File: src/rtl/core/smcp_pkg.sv
// Shared types, reset values and the CRC-8 step for the SPI motor command parser.
// No dependencies; imported by the parser top level and its checker.
package smcp_pkg;

    localparam int BYTE_W    = 8;
    localparam int POS_W     = 3;
    localparam int MOTOR_W   = 16;
    localparam int CFG_IDX_W = 3;

    // Configuration register indexes
    typedef enum logic [CFG_IDX_W-1:0] {
        CFG_SYNC_CODE     = 3'd0,
        CFG_IDLE_CODE     = 3'd1,
        CFG_VERSION_CODE  = 3'd2,
        CFG_MOTOR_CODE    = 3'd3,
        CFG_VERSION_REPLY = 3'd4
    } cfg_index_t;

    // Register reset values
    localparam logic [BYTE_W-1:0] SYNC_CODE_RST     = 8'h80;
    localparam logic [BYTE_W-1:0] IDLE_CODE_RST     = 8'h00;
    localparam logic [BYTE_W-1:0] VERSION_CODE_RST  = 8'h01;
    localparam logic [BYTE_W-1:0] MOTOR_CODE_RST    = 8'h02;
    localparam logic [BYTE_W-1:0] VERSION_REPLY_RST = 8'h01;

    // Reply to an unknown command
    localparam logic [BYTE_W-1:0] UNKNOWN_REPLY = 8'h00;

    // Payload bytes in a motor-set command; at this position the check byte is due
    localparam logic [POS_W-1:0] PAYLOAD_LEN = 3'd4;

    // Dallas/Maxim CRC-8, reflected form
    localparam logic [BYTE_W-1:0] CRC_POLY = 8'h8C;

    function automatic logic [BYTE_W-1:0] crc8_fold(input logic [BYTE_W-1:0] crc,
                                                    input logic [BYTE_W-1:0] data);
        logic [BYTE_W-1:0] v;
        v = crc ^ data;
        for (int i = 0; i < BYTE_W; i++) begin
            v = v[0] ? ((v >> 1) ^ CRC_POLY) : (v >> 1);
        end
        return v;
    endfunction

endpackage

File: src/rtl/core/spi_motor_command_parser.sv
// SPI motor command parser: sync/command/payload/CRC-8 check in one registered pass.
// Depends on smcp_pkg (register indexes, reset values, crc8_fold).
//
//  channel | direction | handshake          | payload
//  --------+-----------+--------------------+---------------------------------------------
//  s_      | in        | s_valid / s_ready  | s_rx_byte
//  m_      | out       | m_valid / m_ready  | m_reply_valid, m_reply_byte, m_motor_valid,
//          |           |                    | m_motor_a, m_motor_b
//  cfg_    | in        | cfg_valid/cfg_ready| cfg_index, cfg_data
//
// Every accepted byte yields exactly one result transaction in the cycle after acceptance.
// Throughput is one byte per cycle while m_ready is high: the CRC-8 step and the parser
// decision sit in one combinational pass between parser state and result register.
// s_ready drops only while a result waits in the result register and m_ready is low.
// aresetn is synchronous, active low; it clears the command, position and CRC state, the
// result valid and all configuration registers. cfg_ready is always high.
module spi_motor_command_parser (
    input  logic                                aclk,
    input  logic                                aresetn,
    // received byte stream
    input  logic                                s_valid,
    output logic                                s_ready,
    input  logic        [smcp_pkg::BYTE_W-1:0]  s_rx_byte,
    // result stream
    output logic                                m_valid,
    input  logic                                m_ready,
    output logic                                m_reply_valid,
    output logic        [smcp_pkg::BYTE_W-1:0]  m_reply_byte,
    output logic                                m_motor_valid,
    output logic signed [smcp_pkg::MOTOR_W-1:0] m_motor_a,
    output logic signed [smcp_pkg::MOTOR_W-1:0] m_motor_b,
    // configuration writes
    input  logic                                cfg_valid,
    output logic                                cfg_ready,
    input  logic        [smcp_pkg::CFG_IDX_W-1:0] cfg_index,
    input  logic        [smcp_pkg::BYTE_W-1:0]  cfg_data
);
    import smcp_pkg::*;

    // configuration registers
    logic [BYTE_W-1:0] sync_code_reg;
    logic [BYTE_W-1:0] idle_code_reg;
    logic [BYTE_W-1:0] version_code_reg;
    logic [BYTE_W-1:0] motor_code_reg;
    logic [BYTE_W-1:0] version_reply_reg;

    // parser state
    logic [BYTE_W-1:0] active_command_reg, active_command_next;
    logic [POS_W-1:0]  byte_position_reg,  byte_position_next;
    logic [BYTE_W-1:0] running_crc_reg,    running_crc_next;
    logic [BYTE_W-1:0] payload_reg [PAYLOAD_LEN];
    logic              payload_we;

    // result register
    logic                      m_valid_reg;
    logic                      reply_valid_reg, reply_valid_next;
    logic [BYTE_W-1:0]         reply_byte_reg,  reply_byte_next;
    logic                      motor_valid_reg, motor_valid_next;
    logic signed [MOTOR_W-1:0] motor_a_reg,     motor_a_next;
    logic signed [MOTOR_W-1:0] motor_b_reg,     motor_b_next;

    logic s_accept;

    // Take a new byte whenever the result register is empty or drains this cycle.
    assign s_ready   = !m_valid_reg || m_ready;
    assign s_accept  = s_valid && s_ready;
    assign cfg_ready = 1'b1;

    // Configuration writes; indexes beyond the list are dropped.
    always_ff @(posedge aclk) begin
        if (!aresetn) begin
            sync_code_reg     <= SYNC_CODE_RST;
            idle_code_reg     <= IDLE_CODE_RST;
            version_code_reg  <= VERSION_CODE_RST;
            motor_code_reg    <= MOTOR_CODE_RST;
            version_reply_reg <= VERSION_REPLY_RST;
        end else if (cfg_valid && cfg_ready) begin
            case (cfg_index_t'(cfg_index))
                CFG_SYNC_CODE:     sync_code_reg     <= cfg_data;
                CFG_IDLE_CODE:     idle_code_reg     <= cfg_data;
                CFG_VERSION_CODE:  version_code_reg  <= cfg_data;
                CFG_MOTOR_CODE:    motor_code_reg    <= cfg_data;
                CFG_VERSION_REPLY: version_reply_reg <= cfg_data;
                default: ;
            endcase
        end
    end

    // Parser step. Decode priority when codes collide: idle, version, motor, unknown.
    always_comb begin
        active_command_next = active_command_reg;
        byte_position_next  = byte_position_reg;
        running_crc_next    = running_crc_reg;
        payload_we          = 1'b0;
        reply_valid_next    = 1'b0;
        reply_byte_next     = '0;
        motor_valid_next    = 1'b0;
        motor_a_next        = '0;
        motor_b_next        = '0;

        if (active_command_reg == idle_code_reg) begin
            if (byte_position_reg == '0) begin
                // hunt for the sync byte, ignore everything else silently
                if (s_rx_byte == sync_code_reg) begin
                    byte_position_next = POS_W'(1);
                end
            end else begin
                // command byte seeds the CRC; an idle command leaves the parser idle
                active_command_next = s_rx_byte;
                byte_position_next  = '0;
                running_crc_next    = crc8_fold('0, s_rx_byte);
            end
        end else if (active_command_reg == version_code_reg) begin
            reply_valid_next    = 1'b1;
            reply_byte_next     = version_reply_reg;
            active_command_next = idle_code_reg;
            byte_position_next  = '0;
        end else if (active_command_reg == motor_code_reg) begin
            if (byte_position_reg < PAYLOAD_LEN) begin
                // store, echo and fold a payload byte
                payload_we         = 1'b1;
                byte_position_next = byte_position_reg + POS_W'(1);
                running_crc_next   = crc8_fold(running_crc_reg, s_rx_byte);
                reply_valid_next   = 1'b1;
                reply_byte_next    = s_rx_byte;
            end else if (s_rx_byte == running_crc_reg) begin
                // check byte matches: release both motor values, big-endian
                motor_valid_next    = 1'b1;
                motor_a_next        = {payload_reg[0], payload_reg[1]};
                motor_b_next        = {payload_reg[2], payload_reg[3]};
                active_command_next = idle_code_reg;
                byte_position_next  = '0;
            end
            // a mismatching check byte is dropped; keep waiting for the right one
        end else begin
            // unknown command: answer the next byte with zero and go idle
            reply_valid_next    = 1'b1;
            reply_byte_next     = UNKNOWN_REPLY;
            active_command_next = idle_code_reg;
            byte_position_next  = '0;
        end
    end

    // Parser state advances only on an accepted transaction.
    always_ff @(posedge aclk) begin
        if (!aresetn) begin
            active_command_reg <= IDLE_CODE_RST;
            byte_position_reg  <= '0;
            running_crc_reg    <= '0;
        end else if (s_accept) begin
            active_command_reg <= active_command_next;
            byte_position_reg  <= byte_position_next;
            running_crc_reg    <= running_crc_next;
        end
    end

    // Payload bytes: no reset, written in order by position.
    always_ff @(posedge aclk) begin
        if (s_accept && payload_we) begin
            payload_reg[byte_position_reg[1:0]] <= s_rx_byte;
        end
    end

    // Result register: load on accept, clear valid once the result is taken.
    always_ff @(posedge aclk) begin
        if (!aresetn) begin
            m_valid_reg <= 1'b0;
        end else if (s_accept) begin
            m_valid_reg <= 1'b1;
        end else if (m_ready) begin
            m_valid_reg <= 1'b0;
        end
    end

    always_ff @(posedge aclk) begin
        if (s_accept) begin
            reply_valid_reg <= reply_valid_next;
            reply_byte_reg  <= reply_byte_next;
            motor_valid_reg <= motor_valid_next;
            motor_a_reg     <= motor_a_next;
            motor_b_reg     <= motor_b_next;
        end
    end

    assign m_valid       = m_valid_reg;
    assign m_reply_valid = reply_valid_reg;
    assign m_reply_byte  = reply_byte_reg;
    assign m_motor_valid = motor_valid_reg;
    assign m_motor_a     = motor_a_reg;
    assign m_motor_b     = motor_b_reg;

endmodule

File: config.mk
export PLATFORM = sky130hd
export DESIGN_NAME = spi_motor_command_parser
export DESIGN_NICKNAME = d
export VERILOG_FILES = /design/src/rtl/core/smcp_pkg.sv /design/src/rtl/core/spi_motor_command_parser.sv
export SDC_FILE = /design/constraint.sdc
export NUM_CORES = 1
export LEC_CHECK = 0
export ABC_AREA = 0
export BUFFER_PORTS_ARGS = -buffer_cell sky130_fd_sc_hd__buf_2
export CORE_UTILIZATION = 41
export CTS_CLUSTER_SIZE = 25
export DETAILED_ROUTE_END_ITERATION = 7
export RECOVER_POWER = 50
export SLEW_MARGIN = 20
export SYNTH_ARGS = -nofsm -noshare
export SYNTH_HDL_FRONTEND = slang
export SYNTH_SLANG_ARGS = --single-unit
File: constraint.sdc
create_clock -name aclk -period 3.45 [get_ports aclk]
set_clock_uncertainty 0.2 [all_clocks]
set_input_delay 0.5175 -clock aclk [delete_from_list [all_inputs] [get_ports aclk]]
set_output_delay 0.5175 -clock aclk [all_outputs]
set_load 0.005 [all_outputs]
==> results of run 1 <==
[worst paths after layout]
check / startpoint / end / depth (start not counted)
worst max-delay path: aresetn / running_crc_reg[1]$_SDFFE_PN0P_ / 4
worst min-delay path: s_valid / m_valid$_SDFFE_PN0P_ / 3
worst max register to register: active_command_reg[3]$_SDFFE_PN0P_ / active_command_reg[7]$_SDFFE_PN0P_ / 6
worst min register to register: version_reply_reg[3]$_SDFFE_PN0P_ / version_reply_reg[3]$_SDFFE_PN0P_ / 2
[critical path: cells and delay by family]
family	cells	cell delay, ns
AND/OR/NAND/NOR	2	0.86
buffers and inverters	2	1.59
[kinds of logic (layout without fill, tap and decap cells)]
kind of cell               count (synthesis)  count (layout)
AOI/OAI and AO/OA                         73              73
xor gates and xnor gates                  68              68
adders and majority gates                  4               4
buffers and inverters                     38             108
DFF                                      134             134
muxes                                      5               5
other                                      1               1
and+or+nand+nor                          213             213
[area by class of cell]
type,instances,area (sq um),area share (%)
repair buffers,71,313,4.54
clock buffers,23,468,6.80
inverters,5,18.8,0.273
multi-input cells,364,2310,33.6
flip-flops and latches,134,3420,49.7
well taps,180,225,3.27
clock inverters,9,125,1.82
[report_power, final]
| group | internal (W) | leakage, nW | switching (W) |
|---|---|---|---|
| combinational | 0.000430 | 1.07 | 0.000665 |
| sequential | 0.00180 | 1.20 | 0.000113 |
| clock | 0.00117 | 0.289 | 0.000642 |
[routing by layer]
layer,part of all wire (%),vias up,GRT usage (%)
met4,2.4,0,8.33
met1,44,1872,24.8
li1,-,1954,-
met5,0,-,0
met3,6.1,25,4.59
met2,47,104,29.5
[metrics by stage]
step,cell area [sq um],cells,utilization (%),hold slack (ns)
global placement,6340,754,45.5,0.255
global route,6880,786,49.4,0.176
finish,6880,786,49.4,0.138
detailed placement,6340,754,45.5,0.253
CTS,6940,786,49.8,0.124
floorplan,5900,536,-,0.237
[placed cells by master (no fill, tap or decap), types with 2 or more instances in the layout]
cell type                   count
sky130_fd_sc_hd__clkinv_2       3
sky130_fd_sc_hd__dfxtp_1       60
sky130_fd_sc_hd__nor4_2         2
sky130_fd_sc_hd__bufinv_16      3
sky130_fd_sc_hd__or4_1          2
sky130_fd_sc_hd__inv_1          5
sky130_fd_sc_hd__a311oi_1       6
sky130_fd_sc_hd__a311oi_2       2
sky130_fd_sc_hd__buf_4          3
sky130_fd_sc_hd__xnor2_1       25
sky130_fd_sc_hd__mux2i_1        5
sky130_fd_sc_hd__nor2b_1        2
sky130_fd_sc_hd__xor2_1        40
sky130_fd_sc_hd__nand3_1       14
sky130_fd_sc_hd__a211oi_1       3
sky130_fd_sc_hd__buf_2         27
sky130_fd_sc_hd__edfxtp_1      74
sky130_fd_sc_hd__xnor3_1        3
sky130_fd_sc_hd__nor2_1        26
sky130_fd_sc_hd__nand4_1        4
sky130_fd_sc_hd__ha_1           4
sky130_fd_sc_hd__and3_1         7
sky130_fd_sc_hd__clkbuf_16     17
sky130_fd_sc_hd__clkbuf_8       2
sky130_fd_sc_hd__and2_1        35
sky130_fd_sc_hd__or3_1          2
sky130_fd_sc_hd__o21ai_1        2
sky130_fd_sc_hd__a22oi_1        9
sky130_fd_sc_hd__a21oi_1       42
sky130_fd_sc_hd__nor4_4         4
sky130_fd_sc_hd__clkbuf_1      44
sky130_fd_sc_hd__nand2_1      108
sky130_fd_sc_hd__nor4_1         2
==> flow_results.org, run 1 <==
** Synth
- In this run the cell area of the synthesized design comes to roughly 6000 sq um.
- Leading post-synthesis cells by cell area :: sky130_fd_sc_hd__edfxtp_1 (38%), sky130_fd_sc_hd__dfxtp_1 (20%), sky130_fd_sc_hd__nand2_1 (6.9%)
- Post-synthesis share of cell area spent on xor and xnor gates :: between 10% and 20%
- Multiplexer area fraction after synthesis :: 0.848%
- Synth area leader :: sky130_fd_sc_hd__edfxtp_1
- Net count after synthesis :: 564
- Synth unique cells :: 46
- Sequential area share after synthesis :: 58.0%
- Number of enable flip-flop cells after synthesis :: 74
- Share of async-settable or async-resettable flops after synthesis :: 0%
- Top flip-flop cell by instance count after synthesis :: sky130_fd_sc_hd__edfxtp_1
- Area fraction of the dominant cell type after synthesis :: 37.7%
- The synthesized netlist devotes about 8.7% of its cell area to compound gates.
- By area, the combinational part of the netlist is dominated by simple AND/OR/NAND/NOR gates.
- Synth cell count leaders :: sky130_fd_sc_hd__nand2_1 (108), sky130_fd_sc_hd__edfxtp_1 (74), sky130_fd_sc_hd__dfxtp_1 (60)
- Of the total synthesized cell area, the portion taken by full adders, half adders and majority gates is less than 1%.
- Synthesis inferred between 100 and 150 register bits.
- Post-synthesis share of cell area spent on and, or, nand and nor gates :: between 10% and 20%
- A synthesized cell averages roughly 11 sq um.
- In the post-synthesis netlist, the cell with the most instances is sky130_fd_sc_hd__nand2_1.
- The Yosys step of the flow raised 0 warnings.
- Counting every instance in the synthesized netlist gives between 500 and 600.

** Clock network
- Number of clock sinks :: roughly 130
- The number of setup buffers added after CTS is 0.
- After clock tree synthesis, the clock-pin slew on the worst setup and hold paths is roughly 0.060 ns.
- Post-cts repair resize count :: 0
- Max clock buf depth :: 2
- The later pin in the worst-skew pair is clocked with a latency of approximately 0.42 ns.
- The H-tree was split into 4 levels.
- CTS tree :: yes
- Counting the buffers created by CTS gives 17.
- Number of hold buffers added after cts :: 0
- Clock tree synthesis selected as its root buffer the cell sky130_fd_sc_hd__clkbuf_16.

** Pwr
- Sum of internal, switching and leakage power :: about 0.0048 W
- Pleak :: around 2.6 nW
- For this design the ratio of total power to cell area is between 700 and 800 nW/um^2.
- The worst-case IR drop observed on VDD is between 300 and 400 uV.

** Global route
- Wire length of the first global-routing pass :: ~20000 um
- Largest net degree at the start of global routing :: between 50 and 60
- Summed over all layers, the global routing overflow is 0.
- GR Util All Layers :: between 10% and 20%
- Antenna violations before repair :: 0
- Via count of the first global-routing pass :: about 3.8k

** Detailed routing
- Number of vias per cell :: ~5
- Post-DRT Antenna Nets :: 0
- The first detailed-routing pass ran for 4 iterations.
- Total via count in the routed design :: between 3k and 4k
- Remaining DRCs :: 0
- Final wirelength :: 13000 um
- DRC marker count from the first detailed-route iteration :: about 210
- Dividing the detail-routed wire length by the instance count gives between 15 and 20 um.

** Finish
- The register with the most flip-flops in the layout has 32 of them.
- Net count reported at finish :: about 620
- The number of antenna diodes in the final layout is 0.
- Of the cells placed in the final design, the portion with a size suffix greater than 1 is roughly an eighth.
- Counting the fill cells in the layout gives around 1.3k.
- Area added between synthesis and finish :: 16.7%

** Die
- Initial core utilization :: roughly 42%
- The die is between 100 and 150 um tall.
- In this run the horizontal extent of the chip is ~120 um.
- During I/O placement, the number of pins put on the boundary was 69.
- The core region is 13900 sq um.
- The floorplan has 43 rows.
- Die Outline Area :: roughly 15000 sq um

** Min path
- Min-Delay Path Class :: input port to register

** Setup path
- The worst setup path is captured at a register.
- Crit path DAT :: slightly below 3 ns
- Critical path's slowest cell :: sky130_fd_sc_hd__inv_1
- The setup path with the least slack is of type input port to register.
- The worst setup path is launched from an input port.
- The signal on the critical path passes through clkbuf_1 -> inv_1 -> or4_1 -> nand3_1.
- Delay contributed by the slowest stage of the critical path :: between 0.9 and 1 ns
- Along the worst path, the maximum fanout reaches 54.
- Crit path required time :: 3.60 ns
- For flop-to-flop paths, the worst setup slack is roughly 0.63 ns.

** STA
- Worst Max-Slew Pin Slew :: ~1.7 ns
- Setup violations remaining at the end of the flow were counted as 0.
- Based on the critical path, the design can be clocked at up to 0.355 GHz.
- Adding up every negative setup slack in the final design gives 0 ns.
- The final-report hold violation count is 0.
- Post-route clock period utilization :: 81.7%
- Setup repair after global routing left no endpoint under its margin.
- Minimum period implied by the final worst setup slack :: around 2.8 ns
- Once routing completed, OpenROAD measured the worst setup slack at roughly 0.63 ns.
- Final Max Tran Viols :: 55
- Normalized max-slew margin :: -16.1%

** Flow run
- Max-cap violations in this run came to 1.

** Place
- During placement, the flow inserted port buffers numbering 67.
- The congestion estimate from routability-driven global placement came to around 0.84.
- HPWL after DPL :: 9000 um
- Pre-CTS setup slack :: ~0.64 ns

** Outcome
- Run status :: finished with violations
- Failing checks :: capacitance limit, slew limit
Note: power is estimated with default switching activity, not from simulation.
==> run 2, diff against run 1 <==
==> constraint.sdc (replaced) <==
create_clock -name aclk -period 2.7 [get_ports aclk]
set_clock_uncertainty 0.2 [all_clocks]
set_input_delay 0.405 -clock aclk [delete_from_list [all_inputs] [get_ports aclk]]
set_output_delay 0.405 -clock aclk [all_outputs]
set_load 0.005 [all_outputs]
==> flow_results.org, run 2 (synthesized netlist as in run 1, its figures left out) <==
** Flow run
- The number of max-cap violations came to 0 (was 1).

** Setup path
- Type of element launching the critical path :: register (was input port)
- The required time of the critical path came to 2.86 ns (was 3.60 ns).
- The critical path class was register to register (was input port to register).
- Category of the worst setup path capture point :: register (unchanged)
- The data arrival time of the critical path came to 2.62 ns (was 2.97 ns).
- The number of cells on the worst reg-to-reg path is 6 (unchanged).
- The maximum fanout encountered on the critical timing path was 7 (was 54).

** STA
- RSZ-0062 raised after global routing :: false (unchanged)
- The final total negative setup slack was 0 ns (unchanged).
- Final Max Tran Viols :: 0 (was 55)
- Final-report hold violation count :: 0 (unchanged)
- The worst-case headroom to the max-slew limit is 24.6% (was -16.1%).
- The count of endpoints failing setup in the final report was 0 (unchanged).
- Worst Max-Slew Pin Slew :: 1.13 ns (was 1.74 ns)
- The worst path uses between 90% and 100% of the clock period.
- Minimum period implied by the final worst setup slack :: between 2 and 2.5 ns
- Based on the critical path, the design can be clocked at up to roughly 0.4 GHz.

** Clock network
- The number of post-CTS setup repair buffers was 0 (unchanged).
- The number of sinks driven by the clock tree is 134 (unchanged).
- The CTS tree was yes (unchanged).
- Clock latency reported for the late side of the worst-skew pair :: 0.42 ns (about the same)
- Number of hold buffers added after cts :: 0 (unchanged)
- The count of H-tree levels built during CTS came to 4 (unchanged).
- The number of gates resized after CTS came to 0 (unchanged).
- Max clock buf depth :: 2 (unchanged)
- Clock-pin slew on the worst setup and hold paths :: 0.06 ns (about the same)
- CTS buffer count :: 17 (unchanged)
- The clock root buffer is sky130_fd_sc_hd__clkbuf_16 (unchanged).

** Global route
- The initial antenna violation count is 0 (unchanged).
- GR Util All Layers :: 18.9% (about the same)
- The residual overflow from global routing was 0 (unchanged).
- Wire length of the first global-routing pass :: 20700 um (was 20600 um)
- The via count of the first global-routing pass is 3889 (was 3842).
- Largest net degree at the start of global routing :: 43 (was 55)

** Detailed routing
- The via count normalized by instance count came to 5.05 (was 5.03).
- Remaining DRCs :: 0 (unchanged)
- Pre-antenna DRT Iters :: 5 (was 4)
- Post-DRT Antenna Nets :: 0 (unchanged)
- The detailed-route wire length is 13200 um (was 13000 um).
- Total via count in the routed design :: 4056 (was 3955)
- The initial detailed-routing violation count was 326 (was 208).
- Final routed wire length divided by cell count :: 16.4 um (was 16.5 um)

** Die
- Die Outline Area :: 14900 sq um (unchanged)
- The number of ports placed on the die boundary came to 69 (unchanged).
- Std-Cell Rows :: 43 (unchanged)
- The overall die height was 122 um (unchanged).
- The die outline width is 122 um (unchanged).
- Initial core utilization :: 42.3% (unchanged)
- Floorplan Core Area :: 13900 sq um (unchanged)

** Pwr
- The power consumption came to 0.00585 W (was 0.00482 W).
- Maximum vdd drop :: 523 uV (was 347 uV)
- The cell area power density was 849 nW/um^2 (was 700 nW/um^2).
- The leakage power figure came to 2.58 nW (was 2.56 nW).

** Finish
- The post-route cell area is 6900 sq um (was 6880 sq um).
- The most common cell after layout, fill and taps aside is sky130_fd_sc_hd__nand2_1 (unchanged).
- Antenna diode count :: 0 (unchanged)
- The growth of design area from synthesis to finish is 16.9% (was 16.7%).
- The fraction of layout cells with a size suffix above 1 came to 13.6% (was 11.9%).
- Most frequent cells in the layout: sky130_fd_sc_hd__nand2_1 (108), sky130_fd_sc_hd__edfxtp_1 (74), sky130_fd_sc_hd__dfxtp_1 (60), sky130_fd_sc_hd__clkbuf_1 (45), sky130_fd_sc_hd__a21oi_1 (42) (was sky130_fd_sc_hd__nand2_1 (108), sky130_fd_sc_hd__edfxtp_1 (74), sky130_fd_sc_hd__dfxtp_1 (60), sky130_fd_sc_hd__clkbuf_1 (44), sky130_fd_sc_hd__a21oi_1 (42)).
- Max FFs per register :: 32 (unchanged)
- Net count reported at finish :: 638 (was 621)

** Min path
- The number of cells on the worst hold path came to 3 (unchanged).
- Min-Delay Path Class :: input port to register (unchanged)

** Outcome
- Run status :: complete, no violations (was finished with violations)

** Place
- The global placement routability congestion was 0.820 (was 0.842).
- HPWL after DPL :: 9180 um (was 9000 um)
- Count of buffers from port buffering :: 67 (unchanged)
- The instance area at placement came to 6470 sq um (was 6340 sq um).
-- run 2: path summary, 6_finish.rpt --
kind	startpoint	end	slack (ns)
worst max-delay path	active_command_reg[2]$_SDFFE_PN0P_	running_crc_reg[1]$_SDFFE_PN0P_	0.24
worst min-delay path	s_valid	m_valid$_SDFFE_PN0P_	0.03
worst max register to register	active_command_reg[2]$_SDFFE_PN0P_	running_crc_reg[1]$_SDFFE_PN0P_	0.24
worst min register to register	version_reply_reg[2]$_SDFFE_PN0P_	version_reply_reg[2]$_SDFFE_PN0P_	0.26
-- run 2: critical path, stage by stage (launching register included) --
cell                        delay (ns)
sky130_fd_sc_hd__dfxtp_1          0.46
sky130_fd_sc_hd__xnor2_1          0.16
sky130_fd_sc_hd__nand4_1          0.20
sky130_fd_sc_hd__a2111oi_4        0.56
sky130_fd_sc_hd__a22oi_2          0.24
sky130_fd_sc_hd__or4_1            0.50
sky130_fd_sc_hd__nand3_1          0.08
-- run 2: report_power, final --
group	leakage (nW)	internal [W]	switching, W
clock network	0.237	0.00115	0.000808
registers	1.20	0.00230	0.000137
logic	1.15	0.000584	0.000869
-- run 2: routing by layer --
metal,track usage [%],part of all wire (%),wire length [um]
met1,25.2,46,6080
met2,29.1,46,6070
met3,4.92,5.8,761
met4,8.02,1.8,233
met5,0,0,0
-- run 2: cell type report --
class | instances | area (sq um)
fill | 1283 | 7040
sequential | 134 | 3420
multi-input combinational | 364 | 2310
clock buffer | 21 | 440
timing repair buffer | 88 | 417
tap | 180 | 225
clock inverter | 11 | 61.3
inverter | 5 | 18.8
-- run 2: stage by stage --
step	instances	hold WS, ns	util, %	setup WS, ns
floorplan	536	0.237	-	0.357
global placement	771	0.249	46.4	0.314
detailed placement	771	0.252	46.4	0.267
CTS	803	0.0121	50.0	0.240
global route	803	0.0301	49.5	0.0427
finish	803	0.0307	49.5	0.241
